**src/sv/tilbm_pkg.sv**
```systemverilog
package tilbm_pkg;

  localparam int ADC_BITS_DEF = 16;

  localparam logic [7:0]  MAX_SERVO_RST = 8'd106;
  localparam logic [15:0] DIP_HOLD_RST  = 16'd5000;
  localparam logic [15:0] IDLE_LOCK_RST = 16'd20000;
  localparam logic [12:0] LOW_BAT_RST   = 13'd3072;

  localparam logic [2:0] CFG_MAX_SERVO = 3'd0;
  localparam logic [2:0] CFG_TURBO     = 3'd1;
  localparam logic [2:0] CFG_DIP_HOLD  = 3'd2;
  localparam logic [2:0] CFG_IDLE_LOCK = 3'd3;
  localparam logic [2:0] CFG_LOW_BAT   = 3'd4;

  localparam logic [15:0] DEN_BAT   = 16'd25;
  localparam logic [15:0] DEN_VOLT  = 16'd35750;
  localparam logic [15:0] DEN_TEN   = 16'd10;
  localparam logic [15:0] DEN_SPAN  = 16'd33500;
  localparam logic [15:0] DEN_PCT   = 16'd100;
  localparam logic [15:0] DEN_ANIM  = 16'd1536;

  // floor(2^32 / den): quotient estimate is exact or one low
  localparam logic [31:0] RCP_BAT  = 32'(64'd4294967296 / 64'd25);
  localparam logic [31:0] RCP_VOLT = 32'(64'd4294967296 / 64'd35750);
  localparam logic [31:0] RCP_TEN  = 32'(64'd4294967296 / 64'd10);
  localparam logic [31:0] RCP_SPAN = 32'(64'd4294967296 / 64'd33500);
  localparam logic [31:0] RCP_PCT  = 32'(64'd4294967296 / 64'd100);
  localparam logic [31:0] RCP_ANIM = 32'(64'd4294967296 / 64'd1536);

  localparam logic signed [31:0] VOLT_OFFSET = 32'sd10982400;
  localparam logic [15:0] THR_LOW    = 16'd16000;
  localparam logic [7:0]  SERVO_MIN  = 8'd92;
  localparam logic [7:0]  SERVO_TOP  = 8'd180;
  localparam logic [7:0]  SERVO_IDLE = 8'd90;
  localparam logic signed [14:0] THREE_VOLTS = 15'sd768;
  localparam logic [5:0]  ANIM_BASE  = 6'd20;

  localparam logic [2:0] TXT_NONE   = 3'd0;
  localparam logic [2:0] TXT_ACTIVE = 3'd1;
  localparam logic [2:0] TXT_READY  = 3'd2;
  localparam logic [2:0] TXT_TURBO  = 3'd3;
  localparam logic [2:0] TXT_LOCKED = 3'd4;

  localparam logic [1:0] NDL_SINGLE = 2'd0;
  localparam logic [1:0] NDL_LIVE   = 2'd1;
  localparam logic [1:0] NDL_HELD   = 2'd2;

  localparam logic [1:0] LED_OFF     = 2'd0;
  localparam logic [1:0] LED_FULL    = 2'd1;
  localparam logic [1:0] LED_BREATHE = 2'd2;

  typedef enum logic [2:0] {
    STEP_BAT, STEP_VOLT, STEP_PRE, STEP_READ, STEP_THR, STEP_SERVO, STEP_ANIM
  } div_step_t;

  typedef enum logic [2:0] {
    ST_IDLE, ST_LOAD, ST_DIV, ST_FIN
  } seq_state_t;

  typedef struct packed {
    logic        start;
    logic [31:0] num;
    logic [15:0] den;
    logic [31:0] rcp;
  } div_req_t;

  typedef struct packed {
    logic        done;
    logic [31:0] quo;
    logic [15:0] rem;
  } div_rsp_t;

endpackage

```
**src/sv/tilbm_if.sv**
```systemverilog
interface tilbm_in_if;
  logic        valid;
  logic        ready;
  logic        button_pressed;
  logic [15:0] battery_sample;
  logic [15:0] throttle_sample;
  logic [31:0] now_ms;
  modport source (output valid, button_pressed, battery_sample, throttle_sample, now_ms,
                  input ready);
  modport sink (input valid, button_pressed, battery_sample, throttle_sample, now_ms,
                output ready);
endinterface

interface tilbm_out_if;
  logic               valid;
  logic               ready;
  logic [7:0]         servo_angle;
  logic [14:0]        throttle_level;
  logic [5:0]         animation_rate;
  logic signed [13:0] volts_main;
  logic signed [13:0] volts_second;
  logic [1:0]         needle_mode;
  logic signed [13:0] dip_delta;
  logic [2:0]         panel_text;
  logic               locked;
  logic               backlight_on;
  logic [1:0]         led_mode;
  modport source (output valid, servo_angle, throttle_level, animation_rate, volts_main,
                  volts_second, needle_mode, dip_delta, panel_text, locked,
                  backlight_on, led_mode, input ready);
  modport sink (input valid, servo_angle, throttle_level, animation_rate, volts_main,
                volts_second, needle_mode, dip_delta, panel_text, locked,
                backlight_on, led_mode, output ready);
endinterface

```
**src/sv/throttle_interlock_battery_monitor.sv**
```systemverilog
// Sequence: 7 constant divisions on one shared reciprocal-multiply unit, each as a load,
//   the unit's estimate, back-multiply and correction steps, and a capture, then one
//   commit; the commit waits while the previous result stays unread.
// One transaction at a time: in_ready is low from accept until commit.
// Reset (rst_n low, synchronous) restores configuration registers to defaults and clears filters,
//   needles, timers and interlock flags; released flag resets to one.
module throttle_interlock_battery_monitor #(
  parameter int ADC_BITS = tilbm_pkg::ADC_BITS_DEF
) (
  input  logic        clk,
  input  logic        rst_n,
  tilbm_in_if.sink    in_ch,
  tilbm_out_if.source out_ch,
  input  logic        cfg_we,
  input  logic [2:0]  cfg_idx,
  input  logic [15:0] cfg_data
);

  // configuration
  logic [7:0]  max_servo_r;
  logic        turbo_r;
  logic [15:0] dip_hold_r;
  logic [15:0] idle_lock_r;
  logic [12:0] low_bat_r;

  always_ff @(posedge clk) begin
    if (!rst_n) begin
      max_servo_r <= tilbm_pkg::MAX_SERVO_RST;
      turbo_r     <= 1'b0;
      dip_hold_r  <= tilbm_pkg::DIP_HOLD_RST;
      idle_lock_r <= tilbm_pkg::IDLE_LOCK_RST;
      low_bat_r   <= tilbm_pkg::LOW_BAT_RST;
    end else if (cfg_we) begin
      case (cfg_idx)
        tilbm_pkg::CFG_MAX_SERVO: max_servo_r <= cfg_data[7:0];
        tilbm_pkg::CFG_TURBO:     turbo_r     <= cfg_data[0];
        tilbm_pkg::CFG_DIP_HOLD:  dip_hold_r  <= cfg_data;
        tilbm_pkg::CFG_IDLE_LOCK: idle_lock_r <= cfg_data;
        tilbm_pkg::CFG_LOW_BAT:   low_bat_r   <= cfg_data[12:0];
        default: ;
      endcase
    end
  end

  // sequencer
  tilbm_pkg::seq_state_t state_r, state_nxt;
  tilbm_pkg::div_step_t  step_r, step_nxt;
  tilbm_pkg::div_req_t   dreq;
  tilbm_pkg::div_rsp_t   drsp;

  logic        out_free;
  logic        in_acc;
  logic        commit;

  assign out_free = !out_ch.valid || out_ch.ready;
  assign in_acc   = in_ch.valid && in_ch.ready;
  assign commit   = (state_r == tilbm_pkg::ST_FIN) && out_free;
  assign in_ch.ready = (state_r == tilbm_pkg::ST_IDLE);

  // latched transaction
  logic        btn_r;
  logic [15:0] bat_r, thr_r;
  logic [31:0] now_r;

  always_ff @(posedge clk) begin
    if (in_acc) begin
      btn_r <= in_ch.button_pressed;
      bat_r <= 16'(in_ch.battery_sample[ADC_BITS-1:0]) << (16 - ADC_BITS);
      thr_r <= 16'(in_ch.throttle_sample[ADC_BITS-1:0]) << (16 - ADC_BITS);
      now_r <= in_ch.now_ms;
    end
  end

  // filter / needle / interlock state
  logic [23:0]        bf_r;
  logic signed [13:0] mv_r, sv_r, hd_r, sd_r;
  logic [31:0]        drt_r, lat_r;
  logic [15:0]        tp_r;
  logic [14:0]        tf_r;
  logic               bp_r, rel_r, lk_r, ss_r;

  // per-item intermediate results
  logic [23:0]        bf_new_r;
  logic signed [13:0] rv_r;
  logic               vneg_r;
  logic [15:0]        tp_new_r;
  logic [6:0]         rd_r;
  logic [14:0]        tf_new_r;
  logic [7:0]         srv_r;
  logic [5:0]         anim_r;

  logic [7:0]         maxa;
  logic signed [31:0] vnum;
  logic [15:0]        tp_over;

  always_comb begin
    maxa = max_servo_r;
    if (maxa < tilbm_pkg::SERVO_MIN) maxa = tilbm_pkg::SERVO_MIN;
    if (maxa > tilbm_pkg::SERVO_TOP) maxa = tilbm_pkg::SERVO_TOP;
  end

  assign vnum    = $signed({8'd0, bf_new_r}) * 32'sd11 - tilbm_pkg::VOLT_OFFSET;
  assign tp_over = tp_new_r - tilbm_pkg::THR_LOW;

  always_comb begin
    dreq.start = (state_r == tilbm_pkg::ST_LOAD);
    dreq.num   = '0;
    dreq.den   = tilbm_pkg::DEN_BAT;
    dreq.rcp   = tilbm_pkg::RCP_BAT;
    case (step_r)
      tilbm_pkg::STEP_BAT: begin
        dreq.num = 32'(bf_r) * 32'd24 + 32'(bat_r) * 32'd256;
        dreq.den = tilbm_pkg::DEN_BAT;
        dreq.rcp = tilbm_pkg::RCP_BAT;
      end
      tilbm_pkg::STEP_VOLT: begin
        dreq.num = vnum[31] ? 32'(-vnum) : 32'(vnum);
        dreq.den = tilbm_pkg::DEN_VOLT;
        dreq.rcp = tilbm_pkg::RCP_VOLT;
      end
      tilbm_pkg::STEP_PRE: begin
        dreq.num = 32'(tp_r) * 32'd9 + 32'(thr_r);
        dreq.den = tilbm_pkg::DEN_TEN;
        dreq.rcp = tilbm_pkg::RCP_TEN;
      end
      tilbm_pkg::STEP_READ: begin
        dreq.num = (tp_new_r > tilbm_pkg::THR_LOW) ? 32'(tp_over) * 32'd100 : 32'd0;
        dreq.den = tilbm_pkg::DEN_SPAN;
        dreq.rcp = tilbm_pkg::RCP_SPAN;
      end
      tilbm_pkg::STEP_THR: begin
        dreq.num = 32'(tf_r) * 32'd7 + 32'(rd_r) * 32'd768;
        dreq.den = tilbm_pkg::DEN_TEN;
        dreq.rcp = tilbm_pkg::RCP_TEN;
      end
      tilbm_pkg::STEP_SERVO: begin
        dreq.num = 32'(tf_new_r[14:8]) * 32'(maxa - tilbm_pkg::SERVO_MIN);
        dreq.den = tilbm_pkg::DEN_PCT;
        dreq.rcp = tilbm_pkg::RCP_PCT;
      end
      tilbm_pkg::STEP_ANIM: begin
        dreq.num = 32'(tf_new_r);
        dreq.den = tilbm_pkg::DEN_ANIM;
        dreq.rcp = tilbm_pkg::RCP_ANIM;
      end
      default: ;
    endcase
  end

  tilbm_div u_div (
    .clk  (clk),
    .rst_n(rst_n),
    .req  (dreq),
    .rsp  (drsp)
  );

  always_comb begin
    state_nxt = state_r;
    step_nxt  = step_r;
    case (state_r)
      tilbm_pkg::ST_IDLE: if (in_acc) begin
        state_nxt = tilbm_pkg::ST_LOAD;
        step_nxt  = tilbm_pkg::STEP_BAT;
      end
      tilbm_pkg::ST_LOAD: state_nxt = tilbm_pkg::ST_DIV;
      tilbm_pkg::ST_DIV: if (drsp.done) begin
        if (step_r == tilbm_pkg::STEP_ANIM) begin
          state_nxt = tilbm_pkg::ST_FIN;
        end else begin
          state_nxt = tilbm_pkg::ST_LOAD;
          step_nxt  = tilbm_pkg::div_step_t'(step_r + 3'd1);
        end
      end
      tilbm_pkg::ST_FIN: if (out_free) state_nxt = tilbm_pkg::ST_IDLE;
      default: state_nxt = tilbm_pkg::ST_IDLE;
    endcase
  end

  always_ff @(posedge clk) begin
    if (!rst_n) begin
      state_r <= tilbm_pkg::ST_IDLE;
      step_r  <= tilbm_pkg::STEP_BAT;
    end else begin
      state_r <= state_nxt;
      step_r  <= step_nxt;
    end
  end

  // capture quotients
  logic [8:0] servo_sum;
  assign servo_sum = 9'(tilbm_pkg::SERVO_MIN) + 9'(drsp.quo[7:0]);

  always_ff @(posedge clk) begin
    if (state_r == tilbm_pkg::ST_LOAD && step_r == tilbm_pkg::STEP_VOLT) vneg_r <= vnum[31];
    if (state_r == tilbm_pkg::ST_DIV && drsp.done) begin
      case (step_r)
        tilbm_pkg::STEP_BAT:  bf_new_r <= drsp.quo[23:0];
        tilbm_pkg::STEP_VOLT: begin
          // floor for a negative numerator
          if (vneg_r) rv_r <= -($signed(drsp.quo[13:0]) + 14'(drsp.rem != 16'd0));
          else        rv_r <= $signed(drsp.quo[13:0]);
        end
        tilbm_pkg::STEP_PRE:  tp_new_r <= drsp.quo[15:0];
        tilbm_pkg::STEP_READ: rd_r <= (drsp.quo > 32'd100) ? 7'd100 : drsp.quo[6:0];
        tilbm_pkg::STEP_THR:  tf_new_r <= drsp.quo[14:0];
        tilbm_pkg::STEP_SERVO: srv_r <= (servo_sum > 9'(maxa)) ? maxa : servo_sum[7:0];
        tilbm_pkg::STEP_ANIM: anim_r <= tilbm_pkg::ANIM_BASE + drsp.quo[5:0];
        default: ;
      endcase
    end
  end

  // commit logic
  logic signed [13:0] mv, sv, hd, sd, delta;
  logic [31:0]        drt, lat;
  logic               rel, lk, ss, dbl, ext, act, lowbat;
  logic [2:0]         text;
  logic [1:0]         needle, led;
  logic               bl;
  logic [7:0]         servo;
  logic [5:0]         anim;

  always_comb begin
    mv = mv_r; sv = sv_r; hd = hd_r; sd = sd_r;
    drt = drt_r; lat = lat_r;
    rel = rel_r; lk = lk_r; ss = ss_r;
    ext = 1'b0;
    delta = '0;

    if (!bp_r && btn_r) sv = mv;

    dbl = btn_r && !lk;
    if (!dbl) begin
      mv = rv_r;
      if ((now_r - drt) < 32'(dip_hold_r) && !lk) begin
        sv  = hd;
        dbl = 1'b1;
        ext = 1'b1;
      end else begin
        sv = rv_r;
      end
    end else begin
      if (rv_r < mv) mv = rv_r;
      hd  = mv;
      drt = now_r;
    end

    act = tf_new_r[14:8] != 7'd0;
    if ((btn_r || act) && rel) rel = 1'b0;
    if (!btn_r && !act && !rel) begin
      lk  = 1'b0;
      rel = 1'b1;
    end

    servo = (!lk && btn_r) ? srv_r : tilbm_pkg::SERVO_IDLE;

    if (!lk) text = btn_r ? tilbm_pkg::TXT_ACTIVE
                          : (turbo_r ? tilbm_pkg::TXT_TURBO : tilbm_pkg::TXT_READY);
    else     text = tilbm_pkg::TXT_NONE;

    if (dbl) begin
      if (!ext) sd = 14'(mv - sv);
      delta = sd;
    end
    needle = !dbl ? tilbm_pkg::NDL_SINGLE : (ext ? tilbm_pkg::NDL_HELD : tilbm_pkg::NDL_LIVE);

    if (btn_r || act) begin
      lat = now_r;
      ss  = 1'b0;
    end
    if ((now_r - lat) > 32'(idle_lock_r) && !ss) begin
      ss   = 1'b1;
      lk   = 1'b1;
      text = tilbm_pkg::TXT_LOCKED;
    end

    anim = (btn_r && !lk) ? anim_r : 6'd0;

    lowbat = (15'(mv) < $signed({2'b00, low_bat_r})) && (15'(mv) > tilbm_pkg::THREE_VOLTS);
    if (lowbat) begin
      bl  = now_r[7];
      led = bl ? tilbm_pkg::LED_OFF : tilbm_pkg::LED_FULL;
    end else begin
      bl  = 1'b1;
      led = btn_r ? tilbm_pkg::LED_OFF : tilbm_pkg::LED_BREATHE;
    end
  end

  always_ff @(posedge clk) begin
    if (!rst_n) begin
      bf_r  <= '0;
      mv_r  <= '0;
      sv_r  <= '0;
      hd_r  <= '0;
      sd_r  <= '0;
      drt_r <= '0;
      lat_r <= '0;
      tp_r  <= '0;
      tf_r  <= '0;
      bp_r  <= 1'b0;
      rel_r <= 1'b1;
      lk_r  <= 1'b0;
      ss_r  <= 1'b0;
      out_ch.valid <= 1'b0;
    end else begin
      if (commit) begin
        bf_r  <= bf_new_r;
        mv_r  <= mv;
        sv_r  <= sv;
        hd_r  <= hd;
        sd_r  <= sd;
        drt_r <= drt;
        lat_r <= lat;
        tp_r  <= tp_new_r;
        tf_r  <= tf_new_r;
        bp_r  <= btn_r;
        rel_r <= rel;
        lk_r  <= lk;
        ss_r  <= ss;
        out_ch.valid <= 1'b1;
      end else if (out_ch.ready) begin
        out_ch.valid <= 1'b0;
      end
    end
  end

  always_ff @(posedge clk) begin
    if (commit) begin
      out_ch.servo_angle    <= servo;
      out_ch.throttle_level <= lk ? 15'd0 : tf_new_r;
      out_ch.animation_rate <= anim;
      out_ch.volts_main     <= mv;
      out_ch.volts_second   <= sv;
      out_ch.needle_mode    <= needle;
      out_ch.dip_delta      <= delta;
      out_ch.panel_text     <= text;
      out_ch.locked         <= lk;
      out_ch.backlight_on   <= bl;
      out_ch.led_mode       <= led;
    end
  end

endmodule

```
**src/sv/tilbm_div.sv**
```systemverilog
// constant-divisor unit on one shared 32x32 multiplier: reciprocal estimate,
// back-multiply, then one compare and subtract
module tilbm_div (
  input  logic                clk,
  input  logic                rst_n,
  input  tilbm_pkg::div_req_t req,
  output tilbm_pkg::div_rsp_t rsp
);

  logic        busy_r, busy_nxt;
  logic        done_r, done_nxt;
  logic [1:0]  cnt_r, cnt_nxt;
  logic [31:0] num_r, num_nxt;
  logic [31:0] rcp_r, rcp_nxt;
  logic [15:0] den_r, den_nxt;
  logic [31:0] quo_r, quo_nxt;
  logic [31:0] prd_r, prd_nxt;
  logic [15:0] rem_r, rem_nxt;
  logic [31:0] mul_a, mul_b;
  logic [63:0] mul_p;
  logic [31:0] diff;

  assign mul_a = (cnt_r == 2'd0) ? num_r : quo_r;
  assign mul_b = (cnt_r == 2'd0) ? rcp_r : {16'd0, den_r};
  assign mul_p = 64'(mul_a) * 64'(mul_b);
  assign diff  = num_r - prd_r;

  always_comb begin
    busy_nxt = busy_r;
    done_nxt = 1'b0;
    cnt_nxt  = cnt_r;
    num_nxt  = num_r;
    rcp_nxt  = rcp_r;
    den_nxt  = den_r;
    quo_nxt  = quo_r;
    prd_nxt  = prd_r;
    rem_nxt  = rem_r;
    if (req.start) begin
      busy_nxt = 1'b1;
      cnt_nxt  = '0;
      num_nxt  = req.num;
      rcp_nxt  = req.rcp;
      den_nxt  = req.den;
    end else if (busy_r) begin
      cnt_nxt = cnt_r + 2'd1;
      case (cnt_r)
        2'd0: quo_nxt = mul_p[63:32];
        2'd1: prd_nxt = mul_p[31:0];
        default: begin
          busy_nxt = 1'b0;
          done_nxt = 1'b1;
          // estimate may be one low
          if (diff >= 32'(den_r)) begin
            quo_nxt = quo_r + 32'd1;
            rem_nxt = 16'(diff - 32'(den_r));
          end else begin
            rem_nxt = diff[15:0];
          end
        end
      endcase
    end
  end

  always_ff @(posedge clk) begin
    if (!rst_n) begin
      busy_r <= 1'b0;
      done_r <= 1'b0;
      cnt_r  <= '0;
    end else begin
      busy_r <= busy_nxt;
      done_r <= done_nxt;
      cnt_r  <= cnt_nxt;
    end
    num_r <= num_nxt;
    rcp_r <= rcp_nxt;
    den_r <= den_nxt;
    quo_r <= quo_nxt;
    prd_r <= prd_nxt;
    rem_r <= rem_nxt;
  end

  assign rsp.done = done_r;
  assign rsp.quo  = quo_r;
  assign rsp.rem  = rem_r;

endmodule

```
**src/flat_wrapper.sv**
```systemverilog
// flat-port wrapper written by rule: the top's interface ports become plain ports
module throttle_interlock_battery_monitor_flat 
#(
  parameter int ADC_BITS = tilbm_pkg::ADC_BITS_DEF
)
  (clk, rst_n, cfg_we, cfg_idx, cfg_data, in_ch_valid, in_ch_button_pressed, in_ch_battery_sample, in_ch_throttle_sample, in_ch_now_ms, in_ch_ready, out_ch_valid, out_ch_servo_angle, out_ch_throttle_level, out_ch_animation_rate, out_ch_volts_main, out_ch_volts_second, out_ch_needle_mode, out_ch_dip_delta, out_ch_panel_text, out_ch_locked, out_ch_backlight_on, out_ch_led_mode, out_ch_ready);
  tilbm_in_if in_ch_i ();
  tilbm_out_if out_ch_i ();
  input  logic clk;
  input  logic rst_n;
  input  logic cfg_we;
  input  logic [2:0] cfg_idx;
  input  logic [15:0] cfg_data;
  input wire logic [$bits(in_ch_i.valid)-1:0] in_ch_valid;
  input wire logic [$bits(in_ch_i.button_pressed)-1:0] in_ch_button_pressed;
  input wire logic [$bits(in_ch_i.battery_sample)-1:0] in_ch_battery_sample;
  input wire logic [$bits(in_ch_i.throttle_sample)-1:0] in_ch_throttle_sample;
  input wire logic [$bits(in_ch_i.now_ms)-1:0] in_ch_now_ms;
  output wire logic [$bits(in_ch_i.ready)-1:0] in_ch_ready;
  output wire logic [$bits(out_ch_i.valid)-1:0] out_ch_valid;
  output wire logic [$bits(out_ch_i.servo_angle)-1:0] out_ch_servo_angle;
  output wire logic [$bits(out_ch_i.throttle_level)-1:0] out_ch_throttle_level;
  output wire logic [$bits(out_ch_i.animation_rate)-1:0] out_ch_animation_rate;
  output wire logic [$bits(out_ch_i.volts_main)-1:0] out_ch_volts_main;
  output wire logic [$bits(out_ch_i.volts_second)-1:0] out_ch_volts_second;
  output wire logic [$bits(out_ch_i.needle_mode)-1:0] out_ch_needle_mode;
  output wire logic [$bits(out_ch_i.dip_delta)-1:0] out_ch_dip_delta;
  output wire logic [$bits(out_ch_i.panel_text)-1:0] out_ch_panel_text;
  output wire logic [$bits(out_ch_i.locked)-1:0] out_ch_locked;
  output wire logic [$bits(out_ch_i.backlight_on)-1:0] out_ch_backlight_on;
  output wire logic [$bits(out_ch_i.led_mode)-1:0] out_ch_led_mode;
  input wire logic [$bits(out_ch_i.ready)-1:0] out_ch_ready;
  assign in_ch_i.valid = in_ch_valid;
  assign in_ch_i.button_pressed = in_ch_button_pressed;
  assign in_ch_i.battery_sample = in_ch_battery_sample;
  assign in_ch_i.throttle_sample = in_ch_throttle_sample;
  assign in_ch_i.now_ms = in_ch_now_ms;
  assign in_ch_ready = in_ch_i.ready;
  assign out_ch_valid = out_ch_i.valid;
  assign out_ch_servo_angle = out_ch_i.servo_angle;
  assign out_ch_throttle_level = out_ch_i.throttle_level;
  assign out_ch_animation_rate = out_ch_i.animation_rate;
  assign out_ch_volts_main = out_ch_i.volts_main;
  assign out_ch_volts_second = out_ch_i.volts_second;
  assign out_ch_needle_mode = out_ch_i.needle_mode;
  assign out_ch_dip_delta = out_ch_i.dip_delta;
  assign out_ch_panel_text = out_ch_i.panel_text;
  assign out_ch_locked = out_ch_i.locked;
  assign out_ch_backlight_on = out_ch_i.backlight_on;
  assign out_ch_led_mode = out_ch_i.led_mode;
  assign out_ch_i.ready = out_ch_ready;
  throttle_interlock_battery_monitor #(.ADC_BITS(ADC_BITS)) u_core (.clk(clk), .rst_n(rst_n), .in_ch(in_ch_i), .out_ch(out_ch_i), .cfg_we(cfg_we), .cfg_idx(cfg_idx), .cfg_data(cfg_data));
endmodule
```
**config.mk**
```make
export PLATFORM = sky130hd
export DESIGN_NAME = throttle_interlock_battery_monitor_flat
export DESIGN_NICKNAME = d
export VERILOG_FILES = /design/src/sv/tilbm_pkg.sv /design/src/sv/tilbm_if.sv /design/src/sv/throttle_interlock_battery_monitor.sv /design/src/sv/tilbm_div.sv /design/src/flat_wrapper.sv
export SDC_FILE = /design/constraint.sdc
export NUM_CORES = 2
export LEC_CHECK = 0
export ABC_CLOCK_PERIOD_IN_PS = 12790
export BUFFER_PORTS_ARGS = -buffer_cell sky130_fd_sc_hd__buf_2
export CAP_MARGIN = 20
export CORE_ASPECT_RATIO = 0.75
export CORE_MARGIN = 2
export CORE_UTILIZATION = 60
export CTS_BUF_LIST = sky130_fd_sc_hd__clkbuf_8 sky130_fd_sc_hd__clkbuf_16
export DETAILED_ROUTE_END_ITERATION = 10
export HOLD_SLACK_MARGIN = 0.15
export PLACE_DENSITY = 0.75
export REMOVE_ABC_BUFFERS = 1
export SKIP_LAST_GASP = 1
export SLEW_MARGIN = 20
export SYNTH_ARGS = -nofsm -noshare
export SYNTH_HDL_FRONTEND = slang
export SYNTH_SLANG_ARGS = --single-unit
```
**constraint.sdc**
```tcl
create_clock -name clk -period 12.79 [get_ports clk]
set_clock_uncertainty 0.1 [all_clocks]
set_input_delay 0.6395 -clock clk [delete_from_list [all_inputs] [get_ports clk]]
set_output_delay 0.6395 -clock clk [all_outputs]
set_load 0.03 [all_outputs]
```
==> metrics.cfg <==
[sta]
period_needed_ps = 10250
hold_viol = 0
rsz0062_at_grt = no
finalMaxSlewViolations = 0
holdWs_ps = 178.1
worst_slew_pin_slew_ps = 1254
slew_headroom_pct = 15.60
fmax_mhz = 97.59
setup_viol = 0
timing.final.crit_share_pct = 80.11

[global_routing]
gr-max-usage-layer = met2
use_met1_pct = 53.40
grtUsageTotal_pct = 37.45
use_met2_pct = 54.60
grt_max_degree = 205
first_global_vias = 60310
grt_pass1_wl_um = 363100
grt_antenna_before_repair = 15
overflow = 0
grt.met3_usage_pct = 11.67

[clocking]
cts_sinks = 619
cts_resized = 0
cts_max_level = 3
cts-root-buf = clkbuf_16
clk_pin_slew_ps = 60
numCtsBuffers = 73
clock_latency_ps = 670
ctsLongestPathBuffers = 3
cts_tree = built

[die]
num_io_pins = 171
initial_core_util_pct = 60.27
fp-row-count = 112
core_um2 = 123900
die_h_um = 309.5
die_width_um = 411.3
dieArea_um2 = 127300

[routing]
drc = 0
drtAntennaViolNets = 0
wl_per_cell_um = 23.39
via_per_inst = 6.054
vias = 61430
drt_iter0_drc = 7051
drt-total-wl_um = 237300
drt_pass1_iterations = 10

[worst_setup_path]
path_class = reg2reg
crit_path_end = u_core.u_div.quo_r[29]$_DFFE_PP_
critPathCaptureType = flip-flop
worstPathArrival_ps = 10520
timing.rr.start = u_core.u_div.cnt_r[0]$_SDFFE_PP0P_
timing.rr.end = u_core.u_div.quo_r[29]$_DFFE_PP_
critPathBufInv = 5
critical_path_depth = 28
required_ps = 13060
critPathLaunch = u_core.u_div.cnt_r[0]$_SDFFE_PP0P_
r2r_slack_ps = 2540
critical_path.slowest_cell = and2_1
crit_path_frequent_cell = fa_1
critPathLaunchType = flip-flop
rr_worst_depth = 28
path_max_fanout = 134
cp_slowest_stage_delay_ps = 990
path_delay_family = adder cells

[synthesis]
mappedNetlistArea_um2 = 74670
ys.flop_type = edfxtp_1
synth_top_area_cell = fa_1
syn_area_per_cell_um2 = 9.004
synth_edf_count = 376
synth_area_leaders = fa_1 (23%), edfxtp_1 (15%), ha_1 (14%)
synthCells = 8293
yosysTopAreaCellShare_pct = 23.46
synth-async-reset-ratio_pct = 0
yosysMostFrequentCell = inv_1
ys_ff_latch = 619
yosys-top-cells-count = inv_1 (1453), nand2_1 (1049), fa_1 (875), ha_1 (810), a21oi_1 (506)
ys_warn_count = 0
ys_types = 113
yosysSeqAreaShare_pct = 21.64

[place]
dp.final_hpwl_um = 186400
dpl.cell_count = 9929
globalplace.congestion = 1.006
port_buffers = 170
place_area_um2 = 77470

[final_layout]
fillers = 10140
final_cells = 10150
areaGrowthSynthToFinish_pct = 8.268
fin_nets = 10200
multiInputGateArea_um2 = 52020
final_area_um2 = 80840
drive_gt1_share_pct = 6.471
register_area_um2 = 16160

[job]
drv_cap = 0

[worst_hold_path]
min_path_type = in2reg
hold_depth = 3

[status]
outcome = finished clean

## tightest hold or removal path, delay by kind of cell
family                 cells  cell delay (ps)
buffers and inverters      1              140
AOI/OAI and AO/OA          1               50
and+or+nand+nor            1               60
## per-layer routing
metal	vias to the layer above	share of wire, %
li1	27530	-
met1	30140	42
met2	3221	42
met3	522	13
met4	12	3.4
met5	-	0.034
## sequential cells by signal (all words and copies together), names as in the netlist, 22 cells and up
| name | flops |
|---|---|
| u_core.drt_r | 32 |
| u_core.lat_r | 32 |
| u_core.now_r | 32 |
| u_core.u_div.num_r | 32 |
| u_core.u_div.prd_r | 32 |
| u_core.u_div.quo_r | 32 |
| u_core.bf_new_r | 24 |
| u_core.bf_r | 24 |
| u_core.u_div.rcp_r | 22 |
## what timing repair did
item                                   4_1_cts  5_1_grt
setup buffers                                0        0
hold buffers                                70        0
endpoints found under the hold margin       73        0
## worst min path at each step
stage	startpoint	endpoint	slack [ps]
floorplan	u_core.ss_r$_SDFFE_PN0P_	u_core.ss_r$_SDFFE_PN0P_	330
global placement	u_core.lat_r[15]$_SDFFE_PN0P_	u_core.lat_r[15]$_SDFFE_PN0P_	340
detailed placement	u_core.drt_r[3]$_SDFFE_PN0P_	u_core.drt_r[3]$_SDFFE_PN0P_	350
CTS	cfg_data[8]	u_core.idle_lock_r[8]$_SDFFE_PN0P_	150
global route	cfg_data[9]	u_core.low_bat_r[9]$_SDFFE_PN0P_	170
finish	cfg_data[9]	u_core.low_bat_r[9]$_SDFFE_PN0P_	180
## kinds of logic (layout without fill, tap and decap cells)
logic type / count (synthesis) / in the layout / share of synthesized area [%]
AND/OR/NAND/NOR: 2326 / 2326 / 14.36
buffers and inverters: 1767 / 1952 / 8.932
adder cells (fa/ha/maj): 1685 / 1685 / 37.03
AO/OA/AOI/OAI: 1424 / 1424 / 12.19
flip-flops: 619 / 619 / 21.64
XOR/XNOR: 332 / 332 / 3.894
multiplexers: 139 / 139 / 1.952
other: 1 / 16 / 0.005022
## metrics by stage
stage | setup slack (ps) | utilization (%) | TNS [ps]
2_1_floorplan | -4429 | - | -190700
3_3_place_gp | 2094 | 62.47 | 0
3_5_place_dp | 2630 | 62.53 | 0
4_1_cts | 2599 | 65.21 | 0
5_1_grt | 2079 | 65.24 | 0
6_report | 2543 | 65.26 | 0
## layout by cell type, fill, tap and decap left out, drive strengths merged, types with 40 or more instances in the layout
cell and n:
a211oi 73, a21boi 40, a21o 141, a21oi 510, and2 67, and3 248
buf 283, clkbuf 86, dfxtp 243, dlygate4sd3 70, edfxtp 376, fa 875
ha 810, inv 1468, mux2i 107, nand2 1049, nand2b 67, nand3 117
nand4 43, nor2 459, nor2b 72, nor3 64, nor4 42, o21a 48
o21ai 283, o21bai 42, xnor2 207, xor2 125
## area by class of cell
cell class / count / area share, %
clock inverter: 50 / 0.6949
inverter: 1462 / 6.804
clock buffer: 86 / 2.537
sequential: 619 / 19.98
antenna: 9 / 0.02786
tap: 1653 / 2.558
timing repair buffer: 354 / 3.038
multi-input combinational: 5913 / 64.36
Power is left out: the tool's default activity adds up to more than one toggle a clock period on the data nets, which glitch-free logic cannot reach.
